**src/csvs_pkg.sv**
```systemverilog
// Shared types, constants and helpers of the CSV line field splitter.
`default_nettype none

package csvs_pkg;

    localparam int PENDING_DEPTH = 16;
    localparam int QUEUE_DEPTH   = 4;
    localparam int QUEUE_AW      = $clog2(QUEUE_DEPTH);
    localparam int QUEUE_CW      = $clog2(QUEUE_DEPTH + 1);

    localparam int CFG_INDEX_W = 1;
    localparam logic [CFG_INDEX_W-1:0] REG_DELIMITER = 1'b0;
    localparam logic [CFG_INDEX_W-1:0] REG_QUOTE     = 1'b1;

    localparam logic [7:0] DELIMITER_RESET = 8'd44;
    localparam logic [7:0] QUOTE_RESET     = 8'd34;

    typedef enum logic [2:0] {
        PM_START,
        PM_LEAD,
        PM_CONTENT,
        PM_QUOTED,
        PM_QSEEN
    } parse_mode_t;

    typedef enum logic [1:0] {
        CMD_PUSH,
        CMD_EMIT,
        CMD_FLUSH_EMIT,
        CMD_QUOTE_EMIT
    } cmd_kind_t;

    typedef enum logic [2:0] {
        BK_IDLE,
        BK_READ,
        BK_FLUSH_OUT,
        BK_OVF_OUT,
        BK_QUOTE_OUT,
        BK_FINAL_OUT
    } back_state_t;

    // One command from the front to the back.
    typedef struct packed {
        cmd_kind_t  kind;
        logic [7:0] value;
        logic       has_byte;
        logic       field_end;
        logic       line_end;
        logic [7:0] aux;
    } cmd_t;

    typedef struct packed {
        logic [7:0] out_byte;
        logic       has_byte;
        logic       field_end;
        logic       line_end;
        logic       trim_overflow;
        logic       run_last;
    } out_item_t;

    // Space, TAB, LF, VT, FF and CR.
    function automatic logic is_space(input logic [7:0] b);
        is_space = (b == 8'h20) || ((b >= 8'h09) && (b <= 8'h0D));
    endfunction

endpackage

`default_nettype wire

```
**src/csvs_ram.sv**
```systemverilog
// Generic single-port-write, single-port-read RAM with registered read data.
`default_nettype none

module csvs_ram #(
    parameter int WIDTH = 8,
    parameter int DEPTH = 16,
    parameter int AW    = (DEPTH > 1) ? $clog2(DEPTH) : 1
) (
    input  wire logic             aclk,
    input  wire logic             we,
    input  wire logic [AW-1:0]    waddr,
    input  wire logic [WIDTH-1:0] wdata,
    input  wire logic [AW-1:0]    raddr,
    output logic      [WIDTH-1:0] rdata
);

    logic [WIDTH-1:0] mem [DEPTH];

    always_ff @(posedge aclk) begin
        if (we) begin
            mem[waddr] <= wdata;
        end
        rdata <= mem[raddr];
    end

endmodule

`default_nettype wire

```
**src/csvs_front.sv**
```systemverilog
// Front end: configuration registers, byte acceptance and field parsing into commands.
`default_nettype none

module csvs_front (
    input  wire logic                             aclk,
    input  wire logic                             aresetn,
    input  wire logic                             cfg_valid,
    output logic                                  cfg_ready,
    input  wire logic [csvs_pkg::CFG_INDEX_W-1:0] cfg_index,
    input  wire logic [7:0]                       cfg_data,
    input  wire logic                             s_valid,
    output logic                                  s_ready,
    input  wire logic [7:0]                       s_in_byte,
    input  wire logic                             s_line_last,
    input  wire logic                             q_full,
    output logic                                  q_push,
    output csvs_pkg::cmd_t                        q_cmd
);

    logic [7:0]            delimiter_reg;
    logic [7:0]            quote_reg;
    csvs_pkg::parse_mode_t mode_reg;
    csvs_pkg::parse_mode_t mode_next;
    logic                  accept;
    logic                  is_delim;
    logic                  is_quote;
    logic                  is_ws;

    assign cfg_ready = 1'b1;
    assign s_ready   = !q_full;
    assign accept    = s_valid && s_ready;
    assign is_delim  = (s_in_byte == delimiter_reg);
    assign is_quote  = (s_in_byte == quote_reg);
    assign is_ws     = csvs_pkg::is_space(s_in_byte);

    always_ff @(posedge aclk) begin
        if (!aresetn) begin
            delimiter_reg <= csvs_pkg::DELIMITER_RESET;
            quote_reg     <= csvs_pkg::QUOTE_RESET;
        end else if (cfg_valid && cfg_ready) begin
            case (cfg_index)
                csvs_pkg::REG_DELIMITER: delimiter_reg <= cfg_data;
                csvs_pkg::REG_QUOTE:     quote_reg     <= cfg_data;
                default: ;
            endcase
        end
    end

    always_ff @(posedge aclk) begin
        if (!aresetn) begin
            mode_reg <= csvs_pkg::PM_START;
        end else begin
            mode_reg <= mode_next;
        end
    end

    always_comb begin
        mode_next          = mode_reg;
        q_push             = 1'b0;
        q_cmd.kind         = csvs_pkg::CMD_EMIT;
        q_cmd.value        = 8'd0;
        q_cmd.has_byte     = 1'b0;
        q_cmd.field_end    = 1'b1;
        q_cmd.line_end     = s_line_last;
        q_cmd.aux          = quote_reg;
        if (accept) begin
            case (mode_reg)
                csvs_pkg::PM_LEAD, csvs_pkg::PM_CONTENT: begin
                    if (is_delim) begin
                        q_push    = 1'b1;
                        mode_next = csvs_pkg::PM_START;
                    end else if (is_ws) begin
                        if (s_line_last) begin
                            q_push = 1'b1;
                        end else if (mode_reg == csvs_pkg::PM_CONTENT) begin
                            // Possible trailing whitespace: park it in the pending store.
                            q_push      = 1'b1;
                            q_cmd.kind  = csvs_pkg::CMD_PUSH;
                            q_cmd.value = s_in_byte;
                        end
                    end else begin
                        q_push          = 1'b1;
                        q_cmd.kind      = csvs_pkg::CMD_FLUSH_EMIT;
                        q_cmd.value     = s_in_byte;
                        q_cmd.has_byte  = 1'b1;
                        q_cmd.field_end = s_line_last;
                        mode_next       = csvs_pkg::PM_CONTENT;
                    end
                end
                csvs_pkg::PM_QUOTED: begin
                    if (is_quote) begin
                        if (s_line_last) begin
                            q_push = 1'b1;
                        end else begin
                            mode_next = csvs_pkg::PM_QSEEN;
                        end
                    end else begin
                        q_push          = 1'b1;
                        q_cmd.value     = s_in_byte;
                        q_cmd.has_byte  = 1'b1;
                        q_cmd.field_end = s_line_last;
                    end
                end
                csvs_pkg::PM_QSEEN: begin
                    q_push = 1'b1;
                    if (is_delim) begin
                        mode_next = csvs_pkg::PM_START;
                    end else if (is_quote) begin
                        q_cmd.value     = quote_reg;
                        q_cmd.has_byte  = 1'b1;
                        q_cmd.field_end = s_line_last;
                        mode_next       = csvs_pkg::PM_QUOTED;
                    end else begin
                        // The lone quote is kept ahead of this byte.
                        q_cmd.kind      = csvs_pkg::CMD_QUOTE_EMIT;
                        q_cmd.value     = s_in_byte;
                        q_cmd.has_byte  = 1'b1;
                        q_cmd.field_end = s_line_last;
                        mode_next       = csvs_pkg::PM_QUOTED;
                    end
                end
                default: begin
                    if (is_quote) begin
                        if (s_line_last) begin
                            q_push = 1'b1;
                        end else begin
                            mode_next = csvs_pkg::PM_QUOTED;
                        end
                    end else if (is_delim) begin
                        q_push    = 1'b1;
                        mode_next = csvs_pkg::PM_START;
                    end else if (is_ws) begin
                        if (s_line_last) begin
                            q_push = 1'b1;
                        end else begin
                            mode_next = csvs_pkg::PM_LEAD;
                        end
                    end else begin
                        q_push          = 1'b1;
                        q_cmd.value     = s_in_byte;
                        q_cmd.has_byte  = 1'b1;
                        q_cmd.field_end = s_line_last;
                        mode_next       = csvs_pkg::PM_CONTENT;
                    end
                end
            endcase
            if (s_line_last) begin
                mode_next = csvs_pkg::PM_START;
            end
        end
    end

endmodule

`default_nettype wire

```
**src/csvs_cmd_queue.sv**
```systemverilog
// Short command queue between the front and the back.
`default_nettype none

module csvs_cmd_queue (
    input  wire logic           aclk,
    input  wire logic           aresetn,
    input  wire logic           push,
    input  wire csvs_pkg::cmd_t push_cmd,
    output logic                full,
    input  wire logic           pop,
    output csvs_pkg::cmd_t      head_cmd,
    output logic                empty
);

    csvs_pkg::cmd_t                  entry_reg [csvs_pkg::QUEUE_DEPTH];
    logic [csvs_pkg::QUEUE_AW-1:0]   wr_ptr_reg;
    logic [csvs_pkg::QUEUE_AW-1:0]   rd_ptr_reg;
    logic [csvs_pkg::QUEUE_CW-1:0]   count_reg;

    assign full     = (count_reg == csvs_pkg::QUEUE_CW'(csvs_pkg::QUEUE_DEPTH));
    assign empty    = (count_reg == '0);
    assign head_cmd = entry_reg[rd_ptr_reg];

    always_ff @(posedge aclk) begin
        if (push) begin
            entry_reg[wr_ptr_reg] <= push_cmd;
        end
    end

    always_ff @(posedge aclk) begin
        if (!aresetn) begin
            wr_ptr_reg <= '0;
            rd_ptr_reg <= '0;
            count_reg  <= '0;
        end else begin
            if (push) begin
                wr_ptr_reg <= wr_ptr_reg + 1'b1;
            end
            if (pop) begin
                rd_ptr_reg <= rd_ptr_reg + 1'b1;
            end
            case ({push, pop})
                2'b10:   count_reg <= count_reg + 1'b1;
                2'b01:   count_reg <= count_reg - 1'b1;
                default: count_reg <= count_reg;
            endcase
        end
    end

`ifndef ASSERT_OFF
    a_no_push_when_full: assert property (@(posedge aclk) disable iff (!aresetn)
        push |-> !full)
        else $error("command queue written while full");

    a_no_pop_when_empty: assert property (@(posedge aclk) disable iff (!aresetn)
        pop |-> !empty)
        else $error("command queue read while empty");
`endif

endmodule

`default_nettype wire

```
**src/csvs_back.sv**
```systemverilog
// Back end: pending whitespace store, command execution and the output register.
`default_nettype none

module csvs_back #(
    parameter int PENDING_DEPTH = csvs_pkg::PENDING_DEPTH
) (
    input  wire logic           aclk,
    input  wire logic           aresetn,
    input  wire logic           q_empty,
    input  wire csvs_pkg::cmd_t q_cmd,
    output logic                q_pop,
    output logic                m_valid,
    input  wire logic           m_ready,
    output logic [7:0]          m_out_byte,
    output logic                m_has_byte,
    output logic                m_field_end,
    output logic                m_line_end,
    output logic                m_trim_overflow,
    output logic                m_run_last
);

    localparam int AW = (PENDING_DEPTH > 1) ? $clog2(PENDING_DEPTH) : 1;
    localparam int CW = $clog2(PENDING_DEPTH + 1);
    localparam int SW = CW + 1;

    csvs_pkg::back_state_t state_reg;
    csvs_pkg::back_state_t state_next;
    csvs_pkg::cmd_t        cmd_reg;
    csvs_pkg::cmd_t        cmd_next;
    logic [AW-1:0]         head_reg;
    logic [AW-1:0]         head_next;
    logic [CW-1:0]         count_reg;
    logic [CW-1:0]         count_next;
    logic                  m_valid_reg;
    csvs_pkg::out_item_t   out_reg;
    csvs_pkg::out_item_t   out_next;
    logic                  out_load;
    logic                  out_free;
    logic [AW-1:0]         head_inc;
    logic [SW-1:0]         tail_sum;
    logic [SW-1:0]         tail_wrap;
    logic [AW-1:0]         tail_addr;
    logic                  store_full;
    logic                  ram_we;
    logic [AW-1:0]         ram_waddr;
    logic [7:0]            ram_wdata;
    logic [7:0]            ram_rdata;

    assign out_free   = !m_valid_reg || m_ready;
    assign store_full = (count_reg == CW'(PENDING_DEPTH));
    assign head_inc   = (head_reg == AW'(PENDING_DEPTH - 1)) ? '0 : head_reg + 1'b1;
    assign tail_sum   = SW'(head_reg) + SW'(count_reg);
    assign tail_wrap  = (tail_sum >= SW'(PENDING_DEPTH)) ? tail_sum - SW'(PENDING_DEPTH)
                                                          : tail_sum;
    assign tail_addr  = tail_wrap[AW-1:0];

    // The store is a ring: entries run from head for count bytes.
    csvs_ram #(
        .WIDTH (8),
        .DEPTH (PENDING_DEPTH),
        .AW    (AW)
    ) u_pending (
        .aclk  (aclk),
        .we    (ram_we),
        .waddr (ram_waddr),
        .wdata (ram_wdata),
        .raddr (head_reg),
        .rdata (ram_rdata)
    );

    always_ff @(posedge aclk) begin
        if (!aresetn) begin
            state_reg   <= csvs_pkg::BK_IDLE;
            head_reg    <= '0;
            count_reg   <= '0;
            m_valid_reg <= 1'b0;
        end else begin
            state_reg <= state_next;
            head_reg  <= head_next;
            count_reg <= count_next;
            if (out_load) begin
                m_valid_reg <= 1'b1;
            end else if (m_ready) begin
                m_valid_reg <= 1'b0;
            end
        end
    end

    always_ff @(posedge aclk) begin
        cmd_reg <= cmd_next;
        if (out_load) begin
            out_reg <= out_next;
        end
    end

    always_comb begin
        state_next             = state_reg;
        cmd_next               = cmd_reg;
        head_next              = head_reg;
        count_next             = count_reg;
        q_pop                  = 1'b0;
        out_load               = 1'b0;
        out_next.out_byte      = cmd_reg.value;
        out_next.has_byte      = cmd_reg.has_byte;
        out_next.field_end     = cmd_reg.field_end;
        out_next.line_end      = cmd_reg.line_end;
        out_next.trim_overflow = 1'b0;
        out_next.run_last      = 1'b1;
        ram_we                 = 1'b0;
        ram_waddr              = tail_addr;
        ram_wdata              = q_cmd.value;
        case (state_reg)
            csvs_pkg::BK_IDLE: begin
                if (!q_empty) begin
                    q_pop    = 1'b1;
                    cmd_next = q_cmd;
                    case (q_cmd.kind)
                        csvs_pkg::CMD_PUSH: begin
                            if (store_full) begin
                                state_next = csvs_pkg::BK_READ;
                            end else begin
                                ram_we     = 1'b1;
                                count_next = count_reg + 1'b1;
                            end
                        end
                        csvs_pkg::CMD_FLUSH_EMIT: begin
                            if (count_reg == '0) begin
                                state_next = csvs_pkg::BK_FINAL_OUT;
                            end else begin
                                state_next = csvs_pkg::BK_READ;
                            end
                        end
                        csvs_pkg::CMD_QUOTE_EMIT: begin
                            state_next = csvs_pkg::BK_QUOTE_OUT;
                        end
                        default: begin
                            // Delimiters and line ends drop whatever is pending.
                            head_next  = '0;
                            count_next = '0;
                            state_next = csvs_pkg::BK_FINAL_OUT;
                        end
                    endcase
                end
            end
            csvs_pkg::BK_READ: begin
                // The read of the head entry settles during this cycle.
                if (cmd_reg.kind == csvs_pkg::CMD_PUSH) begin
                    state_next = csvs_pkg::BK_OVF_OUT;
                end else begin
                    state_next = csvs_pkg::BK_FLUSH_OUT;
                end
            end
            csvs_pkg::BK_FLUSH_OUT: begin
                out_next.out_byte  = ram_rdata;
                out_next.has_byte  = 1'b1;
                out_next.field_end = 1'b0;
                out_next.line_end  = 1'b0;
                out_next.run_last  = 1'b0;
                if (out_free) begin
                    out_load   = 1'b1;
                    head_next  = head_inc;
                    count_next = count_reg - 1'b1;
                    if (count_reg == CW'(1)) begin
                        state_next = csvs_pkg::BK_FINAL_OUT;
                    end else begin
                        state_next = csvs_pkg::BK_READ;
                    end
                end
            end
            csvs_pkg::BK_OVF_OUT: begin
                out_next.out_byte      = ram_rdata;
                out_next.has_byte      = 1'b1;
                out_next.field_end     = 1'b0;
                out_next.line_end      = 1'b0;
                out_next.trim_overflow = 1'b1;
                // With the ring full, the tail slot is the one just read out.
                ram_waddr = head_reg;
                ram_wdata = cmd_reg.value;
                if (out_free) begin
                    out_load   = 1'b1;
                    ram_we     = 1'b1;
                    head_next  = head_inc;
                    state_next = csvs_pkg::BK_IDLE;
                end
            end
            csvs_pkg::BK_QUOTE_OUT: begin
                out_next.out_byte  = cmd_reg.aux;
                out_next.has_byte  = 1'b1;
                out_next.field_end = 1'b0;
                out_next.line_end  = 1'b0;
                out_next.run_last  = 1'b0;
                if (out_free) begin
                    out_load   = 1'b1;
                    state_next = csvs_pkg::BK_FINAL_OUT;
                end
            end
            csvs_pkg::BK_FINAL_OUT: begin
                if (out_free) begin
                    out_load   = 1'b1;
                    state_next = csvs_pkg::BK_IDLE;
                end
            end
            default: begin
                state_next = csvs_pkg::BK_IDLE;
            end
        endcase
    end

    assign m_valid         = m_valid_reg;
    assign m_out_byte      = out_reg.out_byte;
    assign m_has_byte      = out_reg.has_byte;
    assign m_field_end     = out_reg.field_end;
    assign m_line_end      = out_reg.line_end;
    assign m_trim_overflow = out_reg.trim_overflow;
    assign m_run_last      = out_reg.run_last;

`ifndef ASSERT_OFF
    a_count_in_range: assert property (@(posedge aclk) disable iff (!aresetn)
        count_reg <= CW'(PENDING_DEPTH))
        else $error("pending count beyond store depth");

    a_flush_has_data: assert property (@(posedge aclk) disable iff (!aresetn)
        (state_reg == csvs_pkg::BK_FLUSH_OUT) |-> (count_reg != '0))
        else $error("flush step with an empty pending store");

    a_overflow_word_shape: assert property (@(posedge aclk) disable iff (!aresetn)
        (out_load && out_next.trim_overflow) |-> (out_next.has_byte && out_next.run_last
            && !out_next.field_end && store_full))
        else $error("overflow word without a full store or with bad marks");
`endif

endmodule

`default_nettype wire

```
**src/csv_line_field_splitter_core.sv**
```systemverilog
// Top level of the CSV line field splitter: front parser, command queue and back end.
// A byte that yields one word passes the command queue and the back end's command and
// output registers before showing on m_valid. The back end emits a plain word from
// final-output, a pending byte via read and flush-output, an overflow via read
// and overflow-output. The queue lets the front accept bytes as the back end drains.
// Synchronous active-low reset clears the parse mode, queue, pending count and
// output valid, and restores the delimiter to comma and the quote to double quote.
`default_nettype none

module csv_line_field_splitter_core #(
    parameter int PENDING_DEPTH = csvs_pkg::PENDING_DEPTH
) (
    input  wire logic                             aclk,
    input  wire logic                             aresetn,
    input  wire logic                             cfg_valid,
    output logic                                  cfg_ready,
    input  wire logic [csvs_pkg::CFG_INDEX_W-1:0] cfg_index,
    input  wire logic [7:0]                       cfg_data,
    input  wire logic                             s_valid,
    output logic                                  s_ready,
    input  wire logic [7:0]                       s_in_byte,
    input  wire logic                             s_line_last,
    output logic                                  m_valid,
    input  wire logic                             m_ready,
    output logic [7:0]                            m_out_byte,
    output logic                                  m_has_byte,
    output logic                                  m_field_end,
    output logic                                  m_line_end,
    output logic                                  m_trim_overflow,
    output logic                                  m_run_last
);

    logic           q_full;
    logic           q_empty;
    logic           q_push;
    logic           q_pop;
    csvs_pkg::cmd_t push_cmd;
    csvs_pkg::cmd_t head_cmd;

    csvs_front u_front (
        .aclk        (aclk),
        .aresetn     (aresetn),
        .cfg_valid   (cfg_valid),
        .cfg_ready   (cfg_ready),
        .cfg_index   (cfg_index),
        .cfg_data    (cfg_data),
        .s_valid     (s_valid),
        .s_ready     (s_ready),
        .s_in_byte   (s_in_byte),
        .s_line_last (s_line_last),
        .q_full      (q_full),
        .q_push      (q_push),
        .q_cmd       (push_cmd)
    );

    csvs_cmd_queue u_queue (
        .aclk     (aclk),
        .aresetn  (aresetn),
        .push     (q_push),
        .push_cmd (push_cmd),
        .full     (q_full),
        .pop      (q_pop),
        .head_cmd (head_cmd),
        .empty    (q_empty)
    );

    csvs_back #(
        .PENDING_DEPTH (PENDING_DEPTH)
    ) u_back (
        .aclk            (aclk),
        .aresetn         (aresetn),
        .q_empty         (q_empty),
        .q_cmd           (head_cmd),
        .q_pop           (q_pop),
        .m_valid         (m_valid),
        .m_ready         (m_ready),
        .m_out_byte      (m_out_byte),
        .m_has_byte      (m_has_byte),
        .m_field_end     (m_field_end),
        .m_line_end      (m_line_end),
        .m_trim_overflow (m_trim_overflow),
        .m_run_last      (m_run_last)
    );

endmodule

`default_nettype wire

```
**config.mk**
```make
export PLATFORM = sky130hd
export DESIGN_NAME = csv_line_field_splitter_core
export DESIGN_NICKNAME = d
export VERILOG_FILES = /design/src/csvs_pkg.sv /design/src/csvs_ram.sv /design/src/csvs_front.sv /design/src/csvs_cmd_queue.sv /design/src/csvs_back.sv /design/src/csv_line_field_splitter_core.sv
export SDC_FILE = /design/constraint.sdc
export NUM_CORES = 1
export LEC_CHECK = 0
export ABC_AREA = 1
export BUFFER_PORTS_ARGS = -buffer_cell sky130_fd_sc_hd__buf_2
export CORE_ASPECT_RATIO = 0.7
export CORE_UTILIZATION = 48
export DETAILED_ROUTE_END_ITERATION = 8
export GPL_TIMING_DRIVEN = 0
export HOLD_SLACK_MARGIN = 0.06
export RECOVER_POWER = 50
export SETUP_SLACK_MARGIN = 0.1
export SLEW_MARGIN = 20
export SYNTH_ARGS = -nofsm -noshare
export SYNTH_HDL_FRONTEND = slang
export SYNTH_SLANG_ARGS = --single-unit
```
**constraint.sdc**
```tcl
create_clock -name aclk -period 7.8 [get_ports aclk]
set_clock_uncertainty 0.2 [all_clocks]
set_input_delay 0.78 -clock aclk [delete_from_list [all_inputs] [get_ports aclk]]
set_output_delay 0.78 -clock aclk [all_outputs]
set_load 0.005 [all_outputs]
```
==> impl_results.md, run 1 <==
* NumNets Final at 1254
* Commonest cells after routing, fill and taps aside: 246 x edfxtp_1, 177 x nand2_1, 170 x nor2_1, 139 x o21ai_0, 80 x inv_1
* Most common cell after layout, fill and taps aside: edfxtp_1
* Most used cell, CP: nor2_1
* Max Cap Viol at 1
* Endpoints failing hold at 0
* Max FO, Critical Path at 21
* Crit path buf inv count at 2
* Critical Path End Type: flop
* RSZ-0062 raised after global routing: no
* WP depth at 11
* Pin count of the biggest net entering global routing at 27
* Startpoint class of the critical path: input port
* Cell Pwr Density at 347.6 nW/um^2
* Placeable Area at 25690 sq um
* Post-DRT Antenna Nets at 0
* Multi-input logic area at 3602 sq um
* Leak at 0.005071 uW
* Longest Clk Path Bufs at 3
* Cts bufs inserted at 30
* Status: finished, violations left
* Fill cells at 2222
* Hold Slack at 0.2529 ns
* Failing checks: max-capacitance violations, max-slew violations
* Max stage delay on crit path at 1.10 ns
* DIE AREA at 26850 sq um
* Area grow syn2layout at 11.80%
* Layout cells sized above 1 at 8.380%
* Warnings from Yosys at 0
* Mapped cell area at 12570 sq um
* Worst path slowest cell: clkbuf_1
* GR Overflow Total at 0
* Root buf cell: clkbuf_16
* Worst skew pair latency at 0.55 ns
* Die height at 137.4 um
* Syn avg cell area at 10.96 sq um
* DRC viols at 0
* DRC marker count from the first detailed-route iteration at 894
* Reg area at 8368 sq um
* Die W at 195.4 um
* Worst-margin pin slew at 1.504 ns
* Worst R2R Path Depth at 8
* Routed wire length at 32.01 mm
* Fin crit period at 3.850 ns
* CP top delay family: simple AND/OR/NAND/NOR gates
* Post-CTS Setup Bufs at 0
* Synth Register Bits at 295
* Ports at 39
* Initial core utilization at 48.93%
* Highest clock rate at 0.2597 GHz
* Worst reg2reg path startpoint: u_back.head_reg[1]
* Syn nets at 1184
* GRT Util Overall at 24.17%
* Vias per cell at 5.648
* Critical path startpoint: s_in_byte[2]
* Final setup violation count at 0
* Avg WL per Cell at 20.36 um
* Worst setup path endpoint: u_queue.entry_reg[3][11]
* Worst r2r dst: u_back.u_pending.mem[13][0]
* Initial antenna violation count at 0
* Routability cong. at 0.8823
* HPWL after detailed placement at 22.11 mm
* Crit path DAT at 3.80 ns
* Cells on Worst Hold Path at 3
* Final Cycle Share at 49.36%
* Row cnt at 49
* CP required at 7.75 ns
* First drt pass iteration count at 5
* Synth cell types at 43
* VDD IR max at 212.6 uV
* Antenna Cells at 0
* Htree depth at 1
* Rel. slew slack at -0.2612%
* Hold-fix buffers, CTS at 0
* Clock sink total at 295
* Post-CTS Resized at 0
* # port buffers at 37
* Critical path, cell by cell: clkbuf_1 -> xnor2_1 -> nand2_1 -> nor2_1 -> nand2_1 -> nand3_1 -> nor2_1 -> nor2_1 -> nand2_1 -> nor2_1 -> clkbuf_1
* Vias at 8879
* Max FFs per register at 128
* Min-delay worst type: in -> reg
* Sequential area share after synthesis at 66.57%
* Cells after Synth at 1147
* Clock transition at path regs at 0.06 ns
* R2R setup slack at 3.99 ns
* Vias in the first global route at 8050
* Kind of critical path: in -> reg
* Global-route wire length before repair at 48.07 mm
* Max-slew violation count at 21
* Final TNS setup at 0 ns
* TritonCTS clock tree: done
==> cells in the mapped netlist, drive strengths merged <==
| cell type | count | area [sq um] |
|---|---|---|
| fa | 2 | 40.04 |
| ha | 12 | 150.1 |
| dfxtp | 49 | 980.9 |
| xor2 | 2 | 17.52 |
| edfxtp | 246 | 7387 |
| o22ai | 24 | 163.9 |
| conb | 1 | 3.750 |
| a31oi | 2 | 12.51 |
| o221ai | 28 | 245.2 |
| a211oi | 2 | 15.01 |
| nor3 | 12 | 70.07 |
| clkbuf | 37 | 138.9 |
| o311ai | 1 | 8.760 |
| a21oi | 41 | 205.2 |
| nand4 | 4 | 25.02 |
| xnor2 | 10 | 87.58 |
| inv | 86 | 322.8 |
| nor2 | 177 | 716.9 |
| a41oi | 1 | 8.760 |
| clkinv | 2 | 7.510 |
| or2 | 6 | 37.54 |
| o21ai | 143 | 723.2 |
| buf | 11 | 58.80 |
| o211ai | 7 | 52.55 |
| nand3 | 55 | 327.8 |
| nor3b | 1 | 12.51 |
| nand2 | 177 | 689.4 |
| a22oi | 8 | 60.06 |
==> cell type report <==
| cell class | count | area share, % |
|---|---|---|
| Buffer | 48 | 1.353 |
| Sequential cell | 295 | 59.55 |
| Tap cell | 331 | 2.947 |
| Multi-Input combinational cell | 716 | 25.63 |
| Inverter | 88 | 2.351 |
| Timing Repair Buffer | 38 | 1.247 |
| Clock inverter | 16 | 0.8014 |
| Clock buffer | 40 | 6.117 |
==> worst register-to-register path, cell delays in order, from the launching register on <==
cell,delay [ns]
dfxtp_1,0.62
inv_1,0.31
clkbuf_1,0.32
fa_1,0.54
or2_0,0.16
o21ai_0,0.21
inv_1,0.16
nand3_2,0.12
nor2_1,0.78
==> metal layers <==
metal / track usage (%) / part of all wire (%) / up-vias / wire, um
li1: - / - / 4196 / -
met4: 3.937 / 1.2 / 0 / 393
met5: 0 / 0 / - / 0
met2: 33.53 / 40 / 376 / 12790
met1: 38.92 / 49 / 4278 / 15780
met3: 4.945 / 9.5 / 29 / 3045
==> report_power, final <==
| part | switching (uW) | internal, uW | total, uW | leakage [uW] |
|---|---|---|---|---|
| clock | 593 | 806 | 1400 | 0.000481 |
| sequential | 102 | 2140 | 2250 | 0.00265 |
| combinational | 933 | 305 | 1240 | 0.00194 |
==> worst min path at each step <==
stage	from	endpoint	slack, ns
floorplan	u_queue.rd_ptr_reg[1]	flop	0.24
global placement	u_queue.rd_ptr_reg[1]	u_queue.rd_ptr_reg[1]	0.25
detailed placement	u_queue.rd_ptr_reg[1]	flop	0.26
CTS	cfg_data[2]	u_front.delimiter_reg[2]	0.23
global route	cfg_data[2]	u_front.delimiter_reg[2]	0.25
finish	cfg_data[2]	u_front.delimiter_reg[2]	0.25
==> logic make-up (layout without fill, tap and decap cells) <==
logic type	count (synthesis)	count (layout)	share of synthesized area, %
simple gates	432	432	14.95
buf+inv	136	230	4.201
flops	295	295	66.57
compound gates	257	257	11.90
fa+ha+maj	14	14	1.513
other cells	1	1	0.02983
xor+xnor	12	12	0.8361
==> per-stage QoR <==
step / power, uW / setup slack [ns] / area [sq um] / utilization (%) / std cells
floorplan: 3055 / 4.632 / 12570 / - / 1147
global placement: 3519 / 3.362 / 13170 / 51.26 / 1515
global route: 5139 / 3.625 / 14050 / 54.70 / 1572
CTS: 4931 / 4.060 / 14190 / 55.25 / 1572
detailed placement: 3540 / 4.080 / 13220 / 51.47 / 1516
finish: 4884 / 3.950 / 14050 / 54.70 / 1572
Note: power is estimated with default switching activity, not from simulation.
==> inputs of run 2 (changes only) <==
==> constraint.sdc (replaced) <==
create_clock -name aclk -period 4.01 [get_ports aclk]
set_clock_uncertainty 0.2 [all_clocks]
set_input_delay 0.401 -clock aclk [delete_from_list [all_inputs] [get_ports aclk]]
set_output_delay 0.401 -clock aclk [all_outputs]
set_load 0.005 [all_outputs]
==> impl_results.md, run 2 (synthesis gave the netlist of run 1 again) <==
* CP required at 3.98 ns (was 7.75 ns)
* Worst path slowest cell: nor2_1 (was clkbuf_1)
* Final Power at 9522 uW (was 4884 uW)
* Htree depth at 1 (unchanged)
* Avg WL per Cell at 20.28 um (was 20.36 um)
* CP top delay family: simple AND/OR/NAND/NOR gates (unchanged)
* Hold endpoint: u_front.delimiter_reg[5] (was u_front.delimiter_reg[2])
* RSZ-0062 raised after global routing: yes (was no)
* Vias at 8901 (was 8879)
* Leak at 0.005136 uW (was 0.005071 uW)
* Post-DRT Antenna Nets at 0 (unchanged)
* Layout cells sized above 1 at 8.866% (was 8.380%)
* Highest clock rate at 0.2635 GHz
* Post-CTS Setup Bufs at 0 (unchanged)
* Root buf cell: clkbuf_16 (unchanged)
* Fill cells at 2216 (was 2222)
* R2R setup slack at 0.21 ns (was 3.99 ns)
* Critical path, cell by cell: inv_1 -> clkbuf_1 -> fa_1 -> or2_0 -> o21ai_0 -> inv_1 -> nand3_2 -> nor2_1 (was clkbuf_1 -> xnor2_1 -> nand2_1 -> nor2_1 -> nand2_1 -> nand3_1 -> nor2_1 -> nor2_1 -> nand2_1 -> nor2_1 -> clkbuf_1)
* Routed wire length at 32.10 mm (was 32.01 mm)
* Min-delay worst type: in -> reg (unchanged)
* Worst-margin pin slew at 1.381 ns (was 1.504 ns)
* Die height at 137.4 um (unchanged)
* GRT Util Overall at 24.25% (was 24.17%)
* Cts bufs inserted at 30 (unchanged)
* Worst r2r dst: u_back.u_pending.mem[4][0] (was u_back.u_pending.mem[13][0])
* Vias per cell at 5.623 (was 5.648)
* Global-route wire length before repair at 48.26 mm (was 48.07 mm)
* Initial core utilization at 48.93% (unchanged)
* First drt pass iteration count at 6 (was 5)
* Placeable Area at 25690 sq um (unchanged)
* Routability cong. at 0.8823 (unchanged)
* Area grow syn2layout at 12.85% (was 11.80%)
* # port buffers at 37 (unchanged)
* Vias in the first global route at 8121 (was 8050)
* Status: complete, no violations (was finished, violations left)
* Worst skew pair latency at 0.55 ns (about the same)
* Most used cell, CP: inv_1 (was nor2_1)
* Final TNS setup at 0 ns (unchanged)
* Clock sink total at 295 (unchanged)
* DIE AREA at 26850 sq um (unchanged)
* DRC marker count from the first detailed-route iteration at 926 (was 894)
* Worst reg2reg path startpoint: u_back.head_reg[1] (unchanged)
* Max FFs per register at 128 (unchanged)
* Die W at 195.4 um (unchanged)
* Kind of critical path: reg -> reg (was in -> reg)
* Worst setup margin at 0.2149 ns (was 3.950 ns)
* Antenna Cells at 0 (unchanged)
* Initial antenna violation count at 0 (unchanged)
* Cell Pwr Density at 671.3 nW/um^2 (was 347.6 nW/um^2)
* Multi-input logic area at 3622 sq um (was 3602 sq um)
* NumNets Final at 1265 (was 1254)
* Final Cycle Share at 94.64%
* Max Cap Viol at 0 (was 1)
* DP Cell Count at 1516 (unchanged)
* Fin crit period at 3.795 ns
* Startpoint class of the critical path: flop (was input port)
* Commonest cells after routing, fill and taps aside: 246 x edfxtp_1, 176 x nand2_1, 167 x nor2_1, 139 x o21ai_0, 80 x inv_1 (was 246 x edfxtp_1, 177 x nand2_1, 170 x nor2_1, 139 x o21ai_0, 80 x inv_1)
* HPWL after detailed placement at 22.11 mm (unchanged)
* Crit path DAT at 3.76 ns (was 3.80 ns)
* Critical Path End Type: flop (unchanged)
* Reg area at 8368 sq um (unchanged)
* Util after Layout at 55.22% (was 54.70%)
* Non-Filler Instances at 1583 (was 1572)
* Rel. slew slack at 7.589% (was -0.2612%)
* Endpoints failing hold at 0 (unchanged)
* TritonCTS clock tree: done (unchanged)
* DRC viols at 0 (unchanged)
* Crit path buf inv count at 3 (was 2)
* Pin count of the biggest net entering global routing at 27 (unchanged)
* Longest Clk Path Bufs at 3 (unchanged)
* Row cnt at 49 (unchanged)
* Cells on Worst Hold Path at 4 (was 3)
* Max-slew violation count at 0 (was 21)
* Hold Path Origin: cfg_valid (was cfg_data[2])
* Ports at 39 (unchanged)
* Clock transition at path regs at 0.06 ns (about the same)
* Most common cell after layout, fill and taps aside: edfxtp_1 (unchanged)
* Final setup violation count at 0 (unchanged)
* Max FO, Critical Path at 10 (was 21)
* GR Overflow Total at 0 (unchanged)
* Worst R2R Path Depth at 8 (unchanged)
* VDD IR max at 421.9 uV (was 212.6 uV)
* Max stage delay on crit path at 0.78 ns (was 1.10 ns)
* Post-place setup slack at 0.2901 ns (was 4.080 ns)
run 2: worst max path at each step:
stage / depth (start not counted) / from / slack (ns) / endpoint
4_1_cts: 8 / u_back.head_reg[1] / 0.27 / u_back.u_pending.mem[12][0]
3_5_place_dp: 8 / u_back.head_reg[1] / 0.29 / u_back.u_pending.mem[13][7]
5_1_grt: 8 / u_back.head_reg[1] / 0.09 / u_back.u_pending.mem[8][1]
2_1_floorplan: 11 / s_in_byte[1] / 1.22 / u_queue.entry_reg[0][0]
6_report: 8 / u_back.head_reg[1] / 0.21 / u_back.u_pending.mem[4][0]
3_3_place_gp: 12 / s_in_byte[1] / -0.05 / u_queue.entry_reg[3][11]
run 2: metal layers:
metal | GRT usage, % | vias to the layer above | share of wire, %
met2 | 33.81 | 379 | 40
li1 | - | 4219 | -
met5 | 0 | - | 0
met3 | 4.945 | 33 | 9.2
met4 | 3.937 | 0 | 1.3
met1 | 38.94 | 4270 | 49
run 2: what timing repair did:
item                                    in CTS  in global routing
endpoints found under the setup margin       0                 33
gates resized for setup                      0                  3
hold buffers                                11                  0
endpoints found under the hold margin       20                  0
run 2: area by class of cell:
type	instances	area share [%]
inverters	88	2.329
multi-input cells	716	25.54
repair buffers	49	2.029
clock buffers	40	6.060
well taps	331	2.920
plain buffers	48	1.341
flip-flops and latches	295	58.99
clock inverters	16	0.7939
run 2: tightest hold or removal path, delay by kind of cell:
kind	cells	cell delay (ns)
AO/OA/AOI/OAI	1	0.16
buffers and inverters	2	0.14
AND/OR/NAND/NOR	1	0.08
run 2: through the flow:
stage / area, sq um / hold WS (ns)
after global routing: 14180 / 0.1057
after global placement: 13170 / 0.2530
after CTS: 14300 / 0.06352
final: 14180 / 0.07756
after floorplan: 12570 / 0.2364
after detailed placement: 13220 / 0.2606
run 2: report_power, final:
group          switching [uW]  total [uW]  leakage (uW)  internal [uW]
clock network            1160        2730      0.000481           1570
registers                 199        4370       0.00265           4170
logic                    1820        2420       0.00200            601
